--- src/rtl/core/sdsch_pkg.sv ---
package sdsch_pkg;

  localparam int ID_W      = 4;
  localparam int ID_NUM    = 16;
  localparam int CFG_W     = 5;
  localparam int FTRK_W    = 16;
  localparam int CMP_W     = 8;
  localparam int PADDR_W   = 4;
  localparam int PDATA_W   = 32;

  localparam logic [1:0] REG_QUEUE_LIMIT     = 2'd0;
  localparam logic [1:0] REG_REQUESTER_COUNT = 2'd1;
  localparam logic [1:0] REG_START_HEAD      = 2'd2;

  localparam logic OP_SUBMIT = 1'b0;
  localparam logic OP_FINISH = 1'b1;

  localparam logic [1:0] ST_OK   = 2'd0;
  localparam logic [1:0] ST_FULL = 2'd1;
  localparam logic [1:0] ST_BUSY = 2'd2;
  localparam logic [1:0] ST_BAD  = 2'd3;

  typedef struct packed {
    logic              opcode;
    logic [ID_W-1:0]   requester_id;
    logic [FTRK_W-1:0] track;
  } in_t;

  typedef struct packed {
    logic [1:0]        status;
    logic              served_valid;
    logic [ID_W-1:0]   served_requester;
    logic [FTRK_W-1:0] served_track;
    logic [FTRK_W-1:0] head_track;
  } out_t;

  typedef struct packed {
    logic            finish;
    logic            id_ok;
    logic [ID_W-1:0] id;
  } cmd_t;

  typedef struct packed {
    logic              ld_count;
    logic              ld_head;
    logic [CFG_W-1:0]  count;
    logic [FTRK_W-1:0] head;
  } cfg_ld_t;

  typedef enum logic [2:0] {
    BK_IDLE,
    BK_EXEC,
    BK_SCAN,
    BK_LAST,
    BK_MOVE,
    BK_REPLY
  } back_state_e;

endpackage

--- src/rtl/core/sdsch_ram.sv ---
module sdsch_ram #(
  parameter int WIDTH = 20,
  parameter int DEPTH = 16
) (
  input  logic                     clk_i,
  input  logic                     wr_en_i,
  input  logic [$clog2(DEPTH)-1:0] wr_addr_i,
  input  logic [WIDTH-1:0]         wr_data_i,
  input  logic                     rd_en_i,
  input  logic [$clog2(DEPTH)-1:0] rd_addr_i,
  output logic [WIDTH-1:0]         rd_data_o
);

  logic [WIDTH-1:0] mem_q [DEPTH];
  logic [WIDTH-1:0] rd_data_q;

  always_ff @(posedge clk_i) begin
    if (wr_en_i) begin
      mem_q[wr_addr_i] <= wr_data_i;
    end
    if (rd_en_i) begin
      rd_data_q <= mem_q[rd_addr_i];
    end
  end

  assign rd_data_o = rd_data_q;

endmodule

--- src/rtl/core/sdsch_front.sv ---
module sdsch_front
  import sdsch_pkg::*;
#(
  parameter int TRACK_BITS     = 16,
  parameter int MAX_REQUESTERS = 16
) (
  input  logic                  clk_i,
  input  logic                  rst_ni,
  input  logic                  push,
  output logic                  full,
  input  in_t                   in_data_i,
  input  logic [CFG_W-1:0]      req_count_i,
  output logic                  cmd_valid_o,
  output cmd_t                  cmd_o,
  output logic [TRACK_BITS-1:0] trk_o,
  input  logic                  cmd_pop_i
);

  cmd_t                  cmd_q [2];
  logic [TRACK_BITS-1:0] trk_q [2];
  logic                  wr_ptr_q, wr_ptr_d;
  logic                  rd_ptr_q, rd_ptr_d;
  logic [1:0]            fill_q, fill_d;
  logic                  do_push;
  logic                  do_pop;
  cmd_t                  cmd_new;

  assign full        = (fill_q == 2'd2);
  assign cmd_valid_o = (fill_q != 2'd0);
  assign do_push     = push && !full;
  assign do_pop      = cmd_pop_i && cmd_valid_o;

  always_comb begin
    cmd_new.finish = (in_data_i.opcode == OP_FINISH);
    cmd_new.id     = in_data_i.requester_id;
    cmd_new.id_ok  = (CMP_W'(in_data_i.requester_id) < CMP_W'(MAX_REQUESTERS)) &&
                     (CMP_W'(in_data_i.requester_id) < CMP_W'(req_count_i));
  end

  always_comb begin
    wr_ptr_d = wr_ptr_q;
    rd_ptr_d = rd_ptr_q;
    fill_d   = fill_q;
    if (do_push) begin
      wr_ptr_d = !wr_ptr_q;
    end
    if (do_pop) begin
      rd_ptr_d = !rd_ptr_q;
    end
    if (do_push && !do_pop) begin
      fill_d = fill_q + 2'd1;
    end else if (do_pop && !do_push) begin
      fill_d = fill_q - 2'd1;
    end
  end

  always_ff @(posedge clk_i or negedge rst_ni) begin
    if (!rst_ni) begin
      wr_ptr_q <= 1'b0;
      rd_ptr_q <= 1'b0;
      fill_q   <= 2'd0;
    end else begin
      wr_ptr_q <= wr_ptr_d;
      rd_ptr_q <= rd_ptr_d;
      fill_q   <= fill_d;
    end
  end

  always_ff @(posedge clk_i) begin
    if (do_push) begin
      cmd_q[wr_ptr_q] <= cmd_new;
      trk_q[wr_ptr_q] <= TRACK_BITS'(in_data_i.track);
    end
  end

  assign cmd_o = cmd_q[rd_ptr_q];
  assign trk_o = trk_q[rd_ptr_q];

endmodule

--- src/rtl/core/sdsch_back.sv ---
module sdsch_back
  import sdsch_pkg::*;
#(
  parameter int QUEUE_DEPTH    = 16,
  parameter int MAX_REQUESTERS = 16,
  parameter int TRACK_BITS     = 16,
  localparam int CNT_W         = $clog2(QUEUE_DEPTH + 1)
) (
  input  logic                  clk_i,
  input  logic                  rst_ni,
  input  logic                  cmd_valid_i,
  input  cmd_t                  cmd_i,
  input  logic [TRACK_BITS-1:0] trk_i,
  output logic                  cmd_pop_o,
  input  logic [CNT_W-1:0]      lim_i,
  input  cfg_ld_t               cfg_ld_i,
  output logic                  empty,
  input  logic                  pop,
  output out_t                  out_data_o
);

  localparam int IDX_W = $clog2(QUEUE_DEPTH);
  localparam int ENT_W = ID_W + TRACK_BITS;
  localparam logic [CFG_W-1:0] LIV_RST =
    (MAX_REQUESTERS < 16) ? CFG_W'(MAX_REQUESTERS) : CFG_W'(16);

  back_state_e           state_q, state_d;
  cmd_t                  op_q, op_d;
  logic [TRACK_BITS-1:0] trk_q, trk_d;
  logic [1:0]            status_q, status_d;
  logic                  served_q, served_d;
  logic [CNT_W-1:0]      cnt_q, cnt_d;
  logic [ID_NUM-1:0]     pend_q, pend_d;
  logic [CFG_W-1:0]      liv_q, liv_d;
  logic [TRACK_BITS-1:0] head_q, head_d;
  logic [IDX_W-1:0]      scan_q, scan_d;
  logic                  rdv_q, rdv_d;
  logic [IDX_W-1:0]      rdtag_q, rdtag_d;
  logic [IDX_W-1:0]      best_idx_q, best_idx_d;
  logic [ID_W-1:0]       best_req_q, best_req_d;
  logic [TRACK_BITS-1:0] best_trk_q, best_trk_d;
  logic [TRACK_BITS-1:0] best_dist_q, best_dist_d;
  logic [ENT_W-1:0]      last_q, last_d;
  out_t                  res_q, res_d;
  logic                  res_valid_q, res_valid_d;

  logic                  wr_en;
  logic [IDX_W-1:0]      wr_addr;
  logic [ENT_W-1:0]      wr_data;
  logic                  rd_en;
  logic [IDX_W-1:0]      rd_addr;
  logic [ENT_W-1:0]      rd_data;

  logic [TRACK_BITS-1:0] rd_trk;
  logic [TRACK_BITS-1:0] rd_dist;
  logic [CNT_W-1:0]      cnt_n;
  logic [CFG_W-1:0]      liv_n;
  logic [CMP_W-1:0]      thr;
  logic                  serve;
  logic                  res_free;

  sdsch_ram #(
    .WIDTH (ENT_W),
    .DEPTH (QUEUE_DEPTH)
  ) u_table (
    .clk_i     (clk_i),
    .wr_en_i   (wr_en),
    .wr_addr_i (wr_addr),
    .wr_data_i (wr_data),
    .rd_en_i   (rd_en),
    .rd_addr_i (rd_addr),
    .rd_data_o (rd_data)
  );

  assign rd_trk   = rd_data[TRACK_BITS-1:0];
  assign rd_dist  = (head_q >= rd_trk) ? (head_q - rd_trk) : (rd_trk - head_q);
  assign res_free = !res_valid_q || pop;
  assign empty      = !res_valid_q;
  assign out_data_o = res_q;

  always_comb begin
    state_d     = state_q;
    op_d        = op_q;
    trk_d       = trk_q;
    status_d    = status_q;
    served_d    = served_q;
    cnt_d       = cnt_q;
    pend_d      = pend_q;
    liv_d       = liv_q;
    head_d      = head_q;
    scan_d      = scan_q;
    rdv_d       = 1'b0;
    rdtag_d     = rdtag_q;
    best_idx_d  = best_idx_q;
    best_req_d  = best_req_q;
    best_trk_d  = best_trk_q;
    best_dist_d = best_dist_q;
    last_d      = last_q;
    res_d       = res_q;
    res_valid_d = res_valid_q && !pop;
    cmd_pop_o   = 1'b0;
    wr_en       = 1'b0;
    wr_addr     = IDX_W'(cnt_q);
    wr_data     = {op_q.id, trk_q};
    rd_en       = 1'b0;
    rd_addr     = scan_q;
    cnt_n       = cnt_q;
    liv_n       = liv_q;
    thr         = '0;
    serve       = 1'b0;

    if (rdv_q) begin
      if (rdtag_q == '0 || rd_dist < best_dist_q) begin
        best_idx_d  = rdtag_q;
        best_req_d  = rd_data[ENT_W-1:TRACK_BITS];
        best_trk_d  = rd_trk;
        best_dist_d = rd_dist;
      end
      if (CNT_W'(rdtag_q) + CNT_W'(1) == cnt_q) begin
        last_d = rd_data;
      end
    end

    unique case (state_q)
      BK_IDLE: begin
        if (cmd_valid_i) begin
          cmd_pop_o = 1'b1;
          op_d      = cmd_i;
          trk_d     = trk_i;
          state_d   = BK_EXEC;
        end
      end
      BK_EXEC: begin
        status_d = ST_OK;
        if (op_q.finish) begin
          if (liv_q != '0) begin
            liv_n = liv_q - CFG_W'(1);
          end
        end else if (!op_q.id_ok) begin
          status_d = ST_BAD;
        end else if (pend_q[op_q.id]) begin
          status_d = ST_BUSY;
        end else if (cnt_q >= lim_i) begin
          status_d = ST_FULL;
        end else begin
          wr_en              = 1'b1;
          cnt_n              = cnt_q + CNT_W'(1);
          pend_d[op_q.id]    = 1'b1;
        end
        cnt_d = cnt_n;
        liv_d = liv_n;
        thr   = (CMP_W'(liv_n) < CMP_W'(lim_i)) ? CMP_W'(liv_n) : CMP_W'(lim_i);
        serve = (cnt_n != '0) && (CMP_W'(cnt_n) >= thr);
        served_d = serve;
        scan_d   = '0;
        state_d  = serve ? BK_SCAN : BK_REPLY;
      end
      BK_SCAN: begin
        rd_en   = 1'b1;
        rdv_d   = 1'b1;
        rdtag_d = scan_q;
        if (CNT_W'(scan_q) + CNT_W'(1) == cnt_q) begin
          state_d = BK_LAST;
        end else begin
          scan_d = scan_q + IDX_W'(1);
        end
      end
      BK_LAST: begin
        state_d = BK_MOVE;
      end
      BK_MOVE: begin
        wr_en              = 1'b1;
        wr_addr            = best_idx_q;
        wr_data            = last_q;
        cnt_d              = cnt_q - CNT_W'(1);
        pend_d[best_req_q] = 1'b0;
        head_d             = best_trk_q;
        state_d            = BK_REPLY;
      end
      BK_REPLY: begin
        if (res_free) begin
          res_d.status           = status_q;
          res_d.served_valid     = served_q;
          res_d.served_requester = served_q ? best_req_q : '0;
          res_d.served_track     = served_q ? FTRK_W'(best_trk_q) : '0;
          res_d.head_track       = FTRK_W'(head_q);
          res_valid_d            = 1'b1;
          state_d                = BK_IDLE;
        end
      end
      default: begin
        state_d = BK_IDLE;
      end
    endcase

    if (cfg_ld_i.ld_count) begin
      liv_d = cfg_ld_i.count;
    end
    if (cfg_ld_i.ld_head) begin
      head_d = TRACK_BITS'(cfg_ld_i.head);
    end
  end

  always_ff @(posedge clk_i or negedge rst_ni) begin
    if (!rst_ni) begin
      state_q     <= BK_IDLE;
      cnt_q       <= '0;
      pend_q      <= '0;
      liv_q       <= LIV_RST;
      head_q      <= '0;
      rdv_q       <= 1'b0;
      res_valid_q <= 1'b0;
    end else begin
      state_q     <= state_d;
      cnt_q       <= cnt_d;
      pend_q      <= pend_d;
      liv_q       <= liv_d;
      head_q      <= head_d;
      rdv_q       <= rdv_d;
      res_valid_q <= res_valid_d;
    end
  end

  always_ff @(posedge clk_i) begin
    op_q        <= op_d;
    trk_q       <= trk_d;
    status_q    <= status_d;
    served_q    <= served_d;
    scan_q      <= scan_d;
    rdtag_q     <= rdtag_d;
    best_idx_q  <= best_idx_d;
    best_req_q  <= best_req_d;
    best_trk_q  <= best_trk_d;
    best_dist_q <= best_dist_d;
    last_q      <= last_d;
    res_q       <= res_d;
  end

endmodule

--- src/rtl/core/sstf_disk_request_scheduler_unit.sv ---
// Flow: an accepted push waits in the front FIFO; the back end then runs EXEC and, when
// it serves, SCAN over the N entries of the request table, LAST and MOVE before REPLY.
// The back end takes one item at a time, and REPLY waits until the result register is free;
// the scan reads the request table through its single RAM read port, one entry per cycle.
// Reset: control state and registers return to defaults at once; the table
// RAM is not cleared and no clearing pass runs.
module sstf_disk_request_scheduler_unit
  import sdsch_pkg::*;
#(
  parameter int QUEUE_DEPTH    = 16,
  parameter int MAX_REQUESTERS = 16,
  parameter int TRACK_BITS     = 16
) (
  input  logic               clk_i,
  input  logic               rst_ni,
  input  logic               push,
  output logic               full,
  input  in_t                in_data_i,
  output logic               empty,
  input  logic               pop,
  output out_t               out_data_o,
  input  logic               psel,
  input  logic               penable,
  input  logic               pwrite,
  input  logic [PADDR_W-1:0] paddr,
  input  logic [PDATA_W-1:0] pwdata,
  output logic [PDATA_W-1:0] prdata,
  output logic               pready
);

  localparam int CNT_W = $clog2(QUEUE_DEPTH + 1);
  localparam logic [CFG_W-1:0] RC_RST =
    (MAX_REQUESTERS < 16) ? CFG_W'(MAX_REQUESTERS) : CFG_W'(16);

  logic [CFG_W-1:0]      qlim_q;
  logic [CFG_W-1:0]      rcnt_q;
  logic [FTRK_W-1:0]     shead_q;
  logic                  cfg_wr;
  logic [1:0]            reg_idx;
  logic [CFG_W-1:0]      rcnt_wr;
  logic [CNT_W-1:0]      lim;
  cfg_ld_t               cfg_ld;
  logic                  cmd_valid;
  cmd_t                  cmd;
  logic [TRACK_BITS-1:0] cmd_trk;
  logic                  cmd_pop;

  assign pready  = 1'b1;
  assign cfg_wr  = psel && penable && pwrite && pready;
  assign reg_idx = paddr[3:2];
  assign rcnt_wr = (CMP_W'(pwdata[CFG_W-1:0]) > CMP_W'(MAX_REQUESTERS)) ?
                   CFG_W'(MAX_REQUESTERS) : pwdata[CFG_W-1:0];

  always_comb begin
    if (qlim_q == '0) begin
      lim = CNT_W'(1);
    end else if (CMP_W'(qlim_q) > CMP_W'(QUEUE_DEPTH)) begin
      lim = CNT_W'(QUEUE_DEPTH);
    end else begin
      lim = CNT_W'(qlim_q);
    end
  end

  always_comb begin
    cfg_ld.ld_count = cfg_wr && (reg_idx == REG_REQUESTER_COUNT);
    cfg_ld.ld_head  = cfg_wr && (reg_idx == REG_START_HEAD);
    cfg_ld.count    = rcnt_wr;
    cfg_ld.head     = pwdata[FTRK_W-1:0];
  end

  always_ff @(posedge clk_i or negedge rst_ni) begin
    if (!rst_ni) begin
      qlim_q  <= CFG_W'(16);
      rcnt_q  <= RC_RST;
      shead_q <= '0;
    end else if (cfg_wr) begin
      unique case (reg_idx)
        REG_QUEUE_LIMIT:     qlim_q  <= pwdata[CFG_W-1:0];
        REG_REQUESTER_COUNT: rcnt_q  <= rcnt_wr;
        REG_START_HEAD:      shead_q <= pwdata[FTRK_W-1:0];
        default: begin
        end
      endcase
    end
  end

  always_comb begin
    unique case (reg_idx)
      REG_QUEUE_LIMIT:     prdata = PDATA_W'(qlim_q);
      REG_REQUESTER_COUNT: prdata = PDATA_W'(rcnt_q);
      REG_START_HEAD:      prdata = PDATA_W'(shead_q);
      default:             prdata = '0;
    endcase
  end

  sdsch_front #(
    .TRACK_BITS     (TRACK_BITS),
    .MAX_REQUESTERS (MAX_REQUESTERS)
  ) u_front (
    .clk_i       (clk_i),
    .rst_ni      (rst_ni),
    .push        (push),
    .full        (full),
    .in_data_i   (in_data_i),
    .req_count_i (rcnt_q),
    .cmd_valid_o (cmd_valid),
    .cmd_o       (cmd),
    .trk_o       (cmd_trk),
    .cmd_pop_i   (cmd_pop)
  );

  sdsch_back #(
    .QUEUE_DEPTH    (QUEUE_DEPTH),
    .MAX_REQUESTERS (MAX_REQUESTERS),
    .TRACK_BITS     (TRACK_BITS)
  ) u_back (
    .clk_i       (clk_i),
    .rst_ni      (rst_ni),
    .cmd_valid_i (cmd_valid),
    .cmd_i       (cmd),
    .trk_i       (cmd_trk),
    .cmd_pop_o   (cmd_pop),
    .lim_i       (lim),
    .cfg_ld_i    (cfg_ld),
    .empty       (empty),
    .pop         (pop),
    .out_data_o  (out_data_o)
  );

endmodule

--- config.mk ---
export PLATFORM = sky130hd
export DESIGN_NAME = sstf_disk_request_scheduler_unit
export DESIGN_NICKNAME = d
export VERILOG_FILES = /design/src/rtl/core/sdsch_pkg.sv /design/src/rtl/core/sdsch_ram.sv /design/src/rtl/core/sdsch_front.sv /design/src/rtl/core/sdsch_back.sv /design/src/rtl/core/sstf_disk_request_scheduler_unit.sv
export SDC_FILE = /design/constraint.sdc
export NUM_CORES = 1
export LEC_CHECK = 0
export ABC_AREA = 1
export BUFFER_PORTS_ARGS = -buffer_cell sky130_fd_sc_hd__clkbuf_2
export CAP_MARGIN = 20
export CORE_ASPECT_RATIO = 1.25
export CORE_UTILIZATION = 55
export DETAILED_ROUTE_END_ITERATION = 10
export HOLD_SLACK_MARGIN = 0.12
export PLACE_DENSITY = 0.78
export SETUP_SLACK_MARGIN = 0.05
export SLEW_MARGIN = 0
export SYNTH_ARGS = -nofsm -noshare
export SYNTH_HDL_FRONTEND = slang
export SYNTH_SLANG_ARGS = --single-unit
--- constraint.sdc ---
create_clock -name clk_i -period 6.4 [get_ports clk_i]
set_input_delay 0.96 -clock clk_i [delete_from_list [all_inputs] [get_ports clk_i]]
set_output_delay 0.96 -clock clk_i [all_outputs]
set_load 0.03 [all_outputs]
## After elaboration in Yosys (flattened, before gate mapping)

Memories as Yosys holds them, arrays and structs flattened. A register that Yosys moved wholly into a read port is not among the register bits.
Cells that the tools add are included.

- Bitwise logic cells: 3
- Magnitude comparators: 12
- Equality and inequality tests: 18
- Reductions and logical operators: 43
- Add/subtract/negate cells: 10
- Mux-type cells: 58

Operators with widths:

| cell | count |
|---|---|
| two-way mux 16 bit | 7 |
| two-way mux 5 bit | 14 |
| case mux 16 bit (3 select lines) | 1 |
| case mux 16 bit (2 select lines) | 1 |
| subtractor 16 bit | 2 |
| two-way mux 20 bit | 1 |
| case mux 3 bit (6 select lines) | 1 |
| two-way mux 1 bit | 17 |
| bitwise AND 16 bit | 1 |
| greater-or-equal comparator 16 bit | 1 |
| < comparator 16 bit | 1 |
| NOT 16 bit | 1 |
| OR 16 bit | 1 |
| AND reduction 2 bit | 8 |
| logical AND 1 bit | 12 |
| two-way mux 3 bit | 4 |
| nonzero test 2 bit | 6 |
| adder 4 x 1 -> 5 bit (second input constant) | 2 |
| equality test 5 bit | 2 |
| greater-than comparator 5 bit (second input constant) | 2 |
| < comparator 4 x 5 -> 1 bit (second input constant) | 2 |
| inequality test 2 bit (second input constant) | 5 |
| case mux 5 bit (2 select lines) | 1 |
| nonzero test 5 bit | 2 |
| other kinds (30) | 49 |

- Word-level logic and storage cells: 174
- Bits of input ports: 64
- Output and inout port bits: 74
- Bits in writable memories: 364
- Register bits: 187
- Memories kept: 3

Memory list:

| name | words | bits a word | read ports | clocked after memory_dff | wr ports | RTL line | RTL |
|---|---|---|---|---|---|---|---|
| u_back.u_table.mem_q | 16 | 20 | 1 | 1 | 1 | sdsch_ram.sv:14 | `logic [WIDTH-1:0] mem_q [DEPTH];` |
| u_front.trk_q | 2 | 16 | 1 | 1 | 1 | sdsch_front.sv:20 | `logic [TRACK_BITS-1:0] trk_q [2];` |
| u_front.cmd_q | 2 | 6 | 1 | 1 | 1 | sdsch_front.sv:19 | `cmd_t cmd_q [2];` |

## Longest topological paths before layout

- Word-level depth: 13
- Depth in mapped cells: 26
- Gate-level depth less buffers: 26

## Hierarchy

A second synthesis with hierarchy kept.

- Cell total of the unflattened synthesis: 2750
- Area, all modules: 27589.0 µm²

Modules (own cells, without submodules):

| module | area an instance (µm²) | sequential area each (µm²) | cells an instance | times used |
|---|---|---|---|---|
| sdsch_ram | 14392.6 | 10209.8 | 1336 | 1 |
| sdsch_back | 9790.6 | 5141.2 | 1043 | 1 |
| sdsch_front | 1943.1 | 1421.4 | 167 | 1 |
| sstf_disk_request_scheduler_unit | 1462.7 | 653.1 | 204 | 1 |

## Worst setup path before layout

No wires, ideal clock.

- Path type: register -> register
- From: register u_back.head_q[0]
- To: register u_back.best_dist_q[0], enable pin
- Clock period less this slack: 6344 ps
- Required time: 5901 ps
- Slack: 56 ps
- Path buffers: 1
- Cell stages (with the launch flop): 22
- Library setup time: 499 ps
- Data arrival time: 5846 ps
- Cells stage by stage: dfrtp_1 -> inv_1 -> ha_1 -> inv_1 -> fa_1 -> a21oi_1 -> o21ai_2 -> nand2_1 -> nand3_2 -> buf_6 -> mux2i_1 -> xor2_1 -> inv_1 -> ha_1 -> a21oi_1 -> o21ai_0 -> a21o_1 -> a21oi_1 -> o21ai_0 -> nand3_1 -> nand2_1 -> a21boi_0

- Word-level cells in the longest chain between the ends: 5
- Elaborated cells between the ends (all ways): 7
- Those cells by class: 2 x add/sub; 2 x order compare; 1 x mux; 2 x reduce/logical

Ends and longest elaborated chain:

| what | RTL line | RTL |
|---|---|---|
| start, declared | sdsch_back.sv:35 | `logic [TRACK_BITS-1:0] head_q, head_d;` |
| start signal, assigned | sdsch_back.sv:210 | `head_q <= '0;` |
| start signal, assigned | sdsch_back.sv:218 | `head_q <= head_d;` |
| subtractor 16 bit / greater-or-equal comparator 16 bit (equally long branches) | sdsch_back.sv:76 | `assign rd_dist = (head_q >= rd_trk) ? (head_q - rd_trk) : (rd_trk - head_q);` |
| two-way mux 16 bit * | sdsch_back.sv:76 |  |
| named net u_back.rd_dist[3] | sdsch_back.sv:55 | `logic [TRACK_BITS-1:0] rd_dist;` |
| < comparator 16 bit * | sdsch_back.sv:113 | `if (rdtag_q == '0 \|\| rd_dist < best_dist_q) begin` |
| logical OR 1 bit * | sdsch_back.sv:113 |  |
| AND reduction 2 bit (no line) * | n/a |  |
| end signal, assigned | sdsch_back.sv:234 | `best_dist_q <= best_dist_d;` |
| end, declared | sdsch_back.sv:42 | `logic [TRACK_BITS-1:0] best_dist_q, best_dist_d;` |

Mark *: on every way through the listed nets, which the timed path passes. The rest lies on a longest branch.
A chain may end at the register's enable or synchronous reset.

## Final worst setup path

- From: register u_back.u_table.rd_data_q[0], in the netlist u_back.u_table.rd_data_o[0] (read register of u_back.u_table.mem_q)
- To: register u_back.best_dist_q[12], enable pin

- Word-level cells in the longest chain between the ends: 5
- Elaborated cells between the ends (all ways): 7
- Those cells by class: 2 x add/sub; 2 x order compare; 1 x mux; 2 x reduce/logical

Ends and longest elaborated chain:

| what | RTL line | RTL |
|---|---|---|
| start, declared | sdsch_ram.sv:15 | `logic [WIDTH-1:0] rd_data_q;` |
| subtractor 16 bit / greater-or-equal comparator 16 bit (equally long branches) | sdsch_back.sv:76 |  |
| two-way mux 16 bit * | sdsch_back.sv:76 |  |
| named net u_back.rd_dist[2] | sdsch_back.sv:55 |  |
| < comparator 16 bit * | sdsch_back.sv:113 |  |
| logical OR 1 bit * | sdsch_back.sv:113 |  |
| AND reduction 2 bit (no line) * | n/a |  |

Marked as above.

==> results by stage <==
Outcome:
- The run finished with clean final reports.

Worst setup path:
- STA puts the critical path data arrival time at a little over 5000 ps.
- The reg-to-reg endpoint is u_back.best_dist_q[12].
- Together, buffers and inverters on the worst path number 4.
- The worst register-to-register path has a depth of 22.
- The required time reported for the critical path endpoint is 6630 ps.
- Among the stages of the critical path, the cell type that occurs most often is nand2_1.
- The kind of start point of the critical path is a flip-flop.
- The start-to-end type of the worst setup path is flip-flop to flip-flop.
- STA classifies the critical path endpoint as a flip-flop.
- The highest net fanout along the worst path is 40.
- The worst register-to-register path begins at u_back.u_table.rd_data_o[0].
- For this design, the slowest cell found on the critical path is buf_4.
- The critical path crosses 22 cells after its start point.
- In this design, the largest share of critical-path delay is due to compound AO/OA/AOI/OAI gates.
- The largest single stage delay on the critical path is 470 ps.
- The flop-to-flop setup slack is approximately 1500 ps.
- The signal on the critical path passes through ha_1 > inv_1 > fa_1 > a21oi_1 > o21ai_2 > nand2_1 > nand3_2 > inv_2 > nand2_1 > nand2_1 > xnor2_1 > inv_1 > ha_1 > nand2_1 > o21ai_0 > a21o_1 > a21oi_1 > o21ai_0 > nand3_1 > nand2_1 > a21boi_4 > buf_4.

Finish:
- The final cell area excluding filler cells is approximately 29,000 um^2.
- The count of cells in the finished layout, fillers not included, comes to 3,016.
- The final core utilization is 0.622.
- The diode insertion count for antenna repair is 0.
- Compared with the post-synthesis result, the final layout area differs by 11.6%.
- The layout net count is roughly 2,500.
- The ratio of cells with drive above 1 in the final layout is 0.113.

STA:
- Setup repair after global routing left no endpoint under its margin.
- Across the routed clock network, the largest skew measured is 19.3 ps.
- Setup violations remaining at the end of the flow were counted as 0.
- The sum of negative setup slack is 0 ps.
- The number of hold violations in the final report came to 0.
- Of the available clock period, the critical path in the final layout requires 0.765.
- The transition at the pin with the smallest max-transition slack is 1060 ps.
- The timing-limited maximum frequency is 0.204 GHz.
- In this run the tightest slew margin relative to its limit is 0.296.
- The final number of max-transition violations is 0.
- The minimum clock period after layout is just under 5000 ps.

Clocking:
- The clock tree synthesis step divided the H-tree into 2 levels.
- The post-CTS repair timing setup buffer count is 0.
- Buffers inserted to repair hold after CTS numbered 0.
- The maximum clock path buffer count is 3.
- The number of buffers created by CTS is 54.
- TritonCTS built the clock tree.
- The post-CTS clock slew at the launch and capture registers of the worst setup and hold paths is about 60 ps.
- Clock tree synthesis found a total of just under 600 sinks.
- Clock tree synthesis selected as its root buffer the cell clkbuf_16.
- In this run, post-CTS repair resized a total of 0 instances.
- The clock insertion delay at the later pin of the skew report is ~590 ps.

Global route:
- The number of global-route vias before repair is about 17,000.
- The pin count of the biggest net entering global routing is ~160.
- Global routing finished with a remaining overflow of 0.
- The combined global-route utilization of all metal layers is 0.254.
- The wire length of the first global-routing pass is 93,300 um.
- The number of antenna violations at the first check in global routing is 0.

Routing:
- Summing over every cut layer, the via total after detailed routing is between 15,000 and 20,000.
- The final routed DRC violation total is 0.
- The detailed router finished its first iteration with about 1,600 violations.
- The final antenna-violating net count is 0.
- The first-pass iteration count of the detailed router is 6.
- The post-detailed-routing wire length is ~61,000 um.
- In the routed layout, each cell is associated on average with a via count of roughly 5.7.
- Dividing the detail-routed wire length by the instance count gives 20.1 um.

Job:
- The max-cap violation count is 0.

Hold path:
- The min-delay analysis places its worst path in the category primary input to asynchronous set/reset pin.

Power and ir drop:
- The worst-case vdd ir drop is 0.393 mV.
- The static leakage is around 12 nW.
- Dividing total power by cell area gives a power density of about 490 nW/um^2.

Floorplan:
- The initial standard-cell utilization of the core is 0.557.
- The number of primary I/O pins is roughly 140.
- In this run the core area contains 89 standard-cell rows.
- The standard cell core area is between 40,000 and 50,000 um^2.
- The x dimension of the die is between 150 and 200 um.
- From bottom edge to top edge, the die measures between 200 and 250 um.
- The floorplan die area is 48,600 um^2.

Placed design:
- The total of buffers placed on input and output ports is ~100.
- In this run, placement finished with an instance count of 2,915.
- The placement-stage cell area is about 27,000 um^2.
- The placed wire-length estimate is between 30,000 and 40,000 um.
- Routability-driven placement finished with a final weighted congestion of 0.934.

Synthesis:
- The mean cell area of the mapped netlist is about 12 um^2.
- After synthesis, the share of flip-flops with an asynchronous set or reset is 0.130.
- The share of the Yosys chip area taken by registers is 0.664.
- Yosys printed 0 warnings.
- Counting flops with a built-in enable in the synthesized netlist gives 516.
- For this run, the leading register cell type out of synthesis is edfxtp_1.
- The number of different library cells used by synthesis comes to 47.
- The combined area of all synthesized cells is about 26,000 um^2.
- The gate count after technology mapping is ~2,200.
- The synthesis-stage register bit count is between 500 and 600.
[stage by stage]
stage | setup slack (ps) | hold slack, ps | total power, mW
after floorplan | 55.8 | 400 | 9.60
after global placement | 1540 | 411 | 11.0
after detailed placement | 1500 | 417 | 11.3
after CTS | 1490 | 431 | 14.5
after global routing | 1060 | 259 | 15.3
final | 1500 | 259 | 14.5
[cell usage after synthesis (2+ instances only)]
library cell	instances	area share
buf_1	17	0.0024
ha_1	70	0.033
a21boi_0	5	0.0014
clkinv_1	3	0.00043
nand3_1	61	0.012
buf_2	13	0.0025
mux2_2	3	0.0013
clkbuf_1	52	0.0074
nand2_2	4	0.00095
o21a_1	5	0.0014
buf_6	4	0.0017
o211ai_1	86	0.025
a21o_1	4	0.0011
o21ai_0	152	0.029
nand2_1	393	0.056
xor2_1	19	0.0063
dfstp_2	3	0.0030
edfxtp_1	516	0.59
mux2i_1	82	0.031
buf_4	17	0.0049
nand4_1	7	0.0017
o31ai_1	3	0.00086
dfrtp_1	74	0.071
nor2_1	86	0.012
fa_1	2	0.0015
o21bai_1	5	0.0014
a21oi_1	144	0.027
nor2_2	2	0.00048
conb_1	2	0.00029
xnor2_1	12	0.0040
o21ai_2	3	0.0010
nor3_1	41	0.0078
inv_2	13	0.0019
o21ai_1	18	0.0034
inv_1	282	0.040
o221ai_1	27	0.0090
[flip-flops by register name (all words and copies together) (netlist names), 6 cells and up]
register                  cells
shead_q                      16
u_back.best_dist_q           16
u_back.best_trk_q            16
u_back.head_q                16
u_back.last_q                20
u_back.op_q                   6
u_back.out_data_o            39
u_back.pend_q                16
u_back.trk_q                 16
u_back.u_table.mem_q        320
u_back.u_table.rd_data_o     20
u_front.cmd_q                12
u_front.trk_q                32
[metal layers]
layer | GRT usage | vias up | share of wire
li1 | - | 8000 | -
met1 | 0.307 | 8162 | 0.38
met2 | 0.440 | 747 | 0.50
met3 | 0.0352 | 174 | 0.068
met4 | 0.136 | 0 | 0.054
met5 | 0 | - | 0
[layout by cell type, fill, tap and decap left out, types with 3 or more instances in the layout]
cell type,n
edfxtp_1,516
nand2_1,393
inv_1,282
o21ai_0,152
a21oi_1,144
clkbuf_2,101
o211ai_1,86
mux2i_1,82
dfrtp_1,74
ha_1,70
nor2_1,65
nand3_1,61
clkbuf_16,58
nor3_1,40
o221ai_1,27
buf_4,22
xor2_1,19
o21ai_1,18
conb_1,17
clkinv_2,14
nor2_4,14
inv_2,12
xnor2_1,12
clkinv_1,11
nor2_2,9
nand4_1,7
clkbuf_8,6
o21bai_1,5
o21a_1,5
clkbuf_1,5
nand2_2,4
a21o_1,4
a21boi_0,4
clkinvlp_4,4
o21ai_2,3
o31ai_1,3
mux2_2,3
buf_16,3
dfstp_2,3
[power breakdown]
part	internal [mW]	switching, mW	leakage, nW
logic	1.65	3.80	5.11
clock network	1.79	1.36	0.865
registers	5.46	0.397	5.65
[cell families after synthesis]
group                    share of synthesized area
AND/OR/NAND/NOR                             0.0933
flip-flops                                   0.664
AO/OA/AOI/OAI                                0.103
buffers and inverters                       0.0616
multiplexers                                0.0326
adder cells (fa/ha/maj)                     0.0349
XOR/XNOR                                    0.0104
other                                     0.000286
[area by class of cell]
class                           instances  area, um^2
Tap cell                              637         797
Sequential cell                       593       17400
Inverter                              298        1120
Multi-Input combinational cell       1262        7390
Clock buffer                           69        1550
Clock inverter                         29         203
Timing Repair Buffer                  128         788
Fill cell                            3472       17800
[how the worst max path moves through the flow]
stage                                 from                      to  slack (ps)
6_report       u_back.u_table.rd_data_o[0]  u_back.best_dist_q[12]        1500
5_1_grt        u_back.u_table.rd_data_o[0]   u_back.best_trk_q[13]        1060
4_1_cts        u_back.u_table.rd_data_o[5]    u_back.best_trk_q[7]        1490
3_5_place_dp   u_back.u_table.rd_data_o[5]   u_back.best_dist_q[1]        1500
3_3_place_gp   u_back.u_table.rd_data_o[7]   u_back.best_dist_q[7]        1540
2_1_floorplan             u_back.head_q[0]   u_back.best_dist_q[0]          60
(Power assumes the default switching activity.)
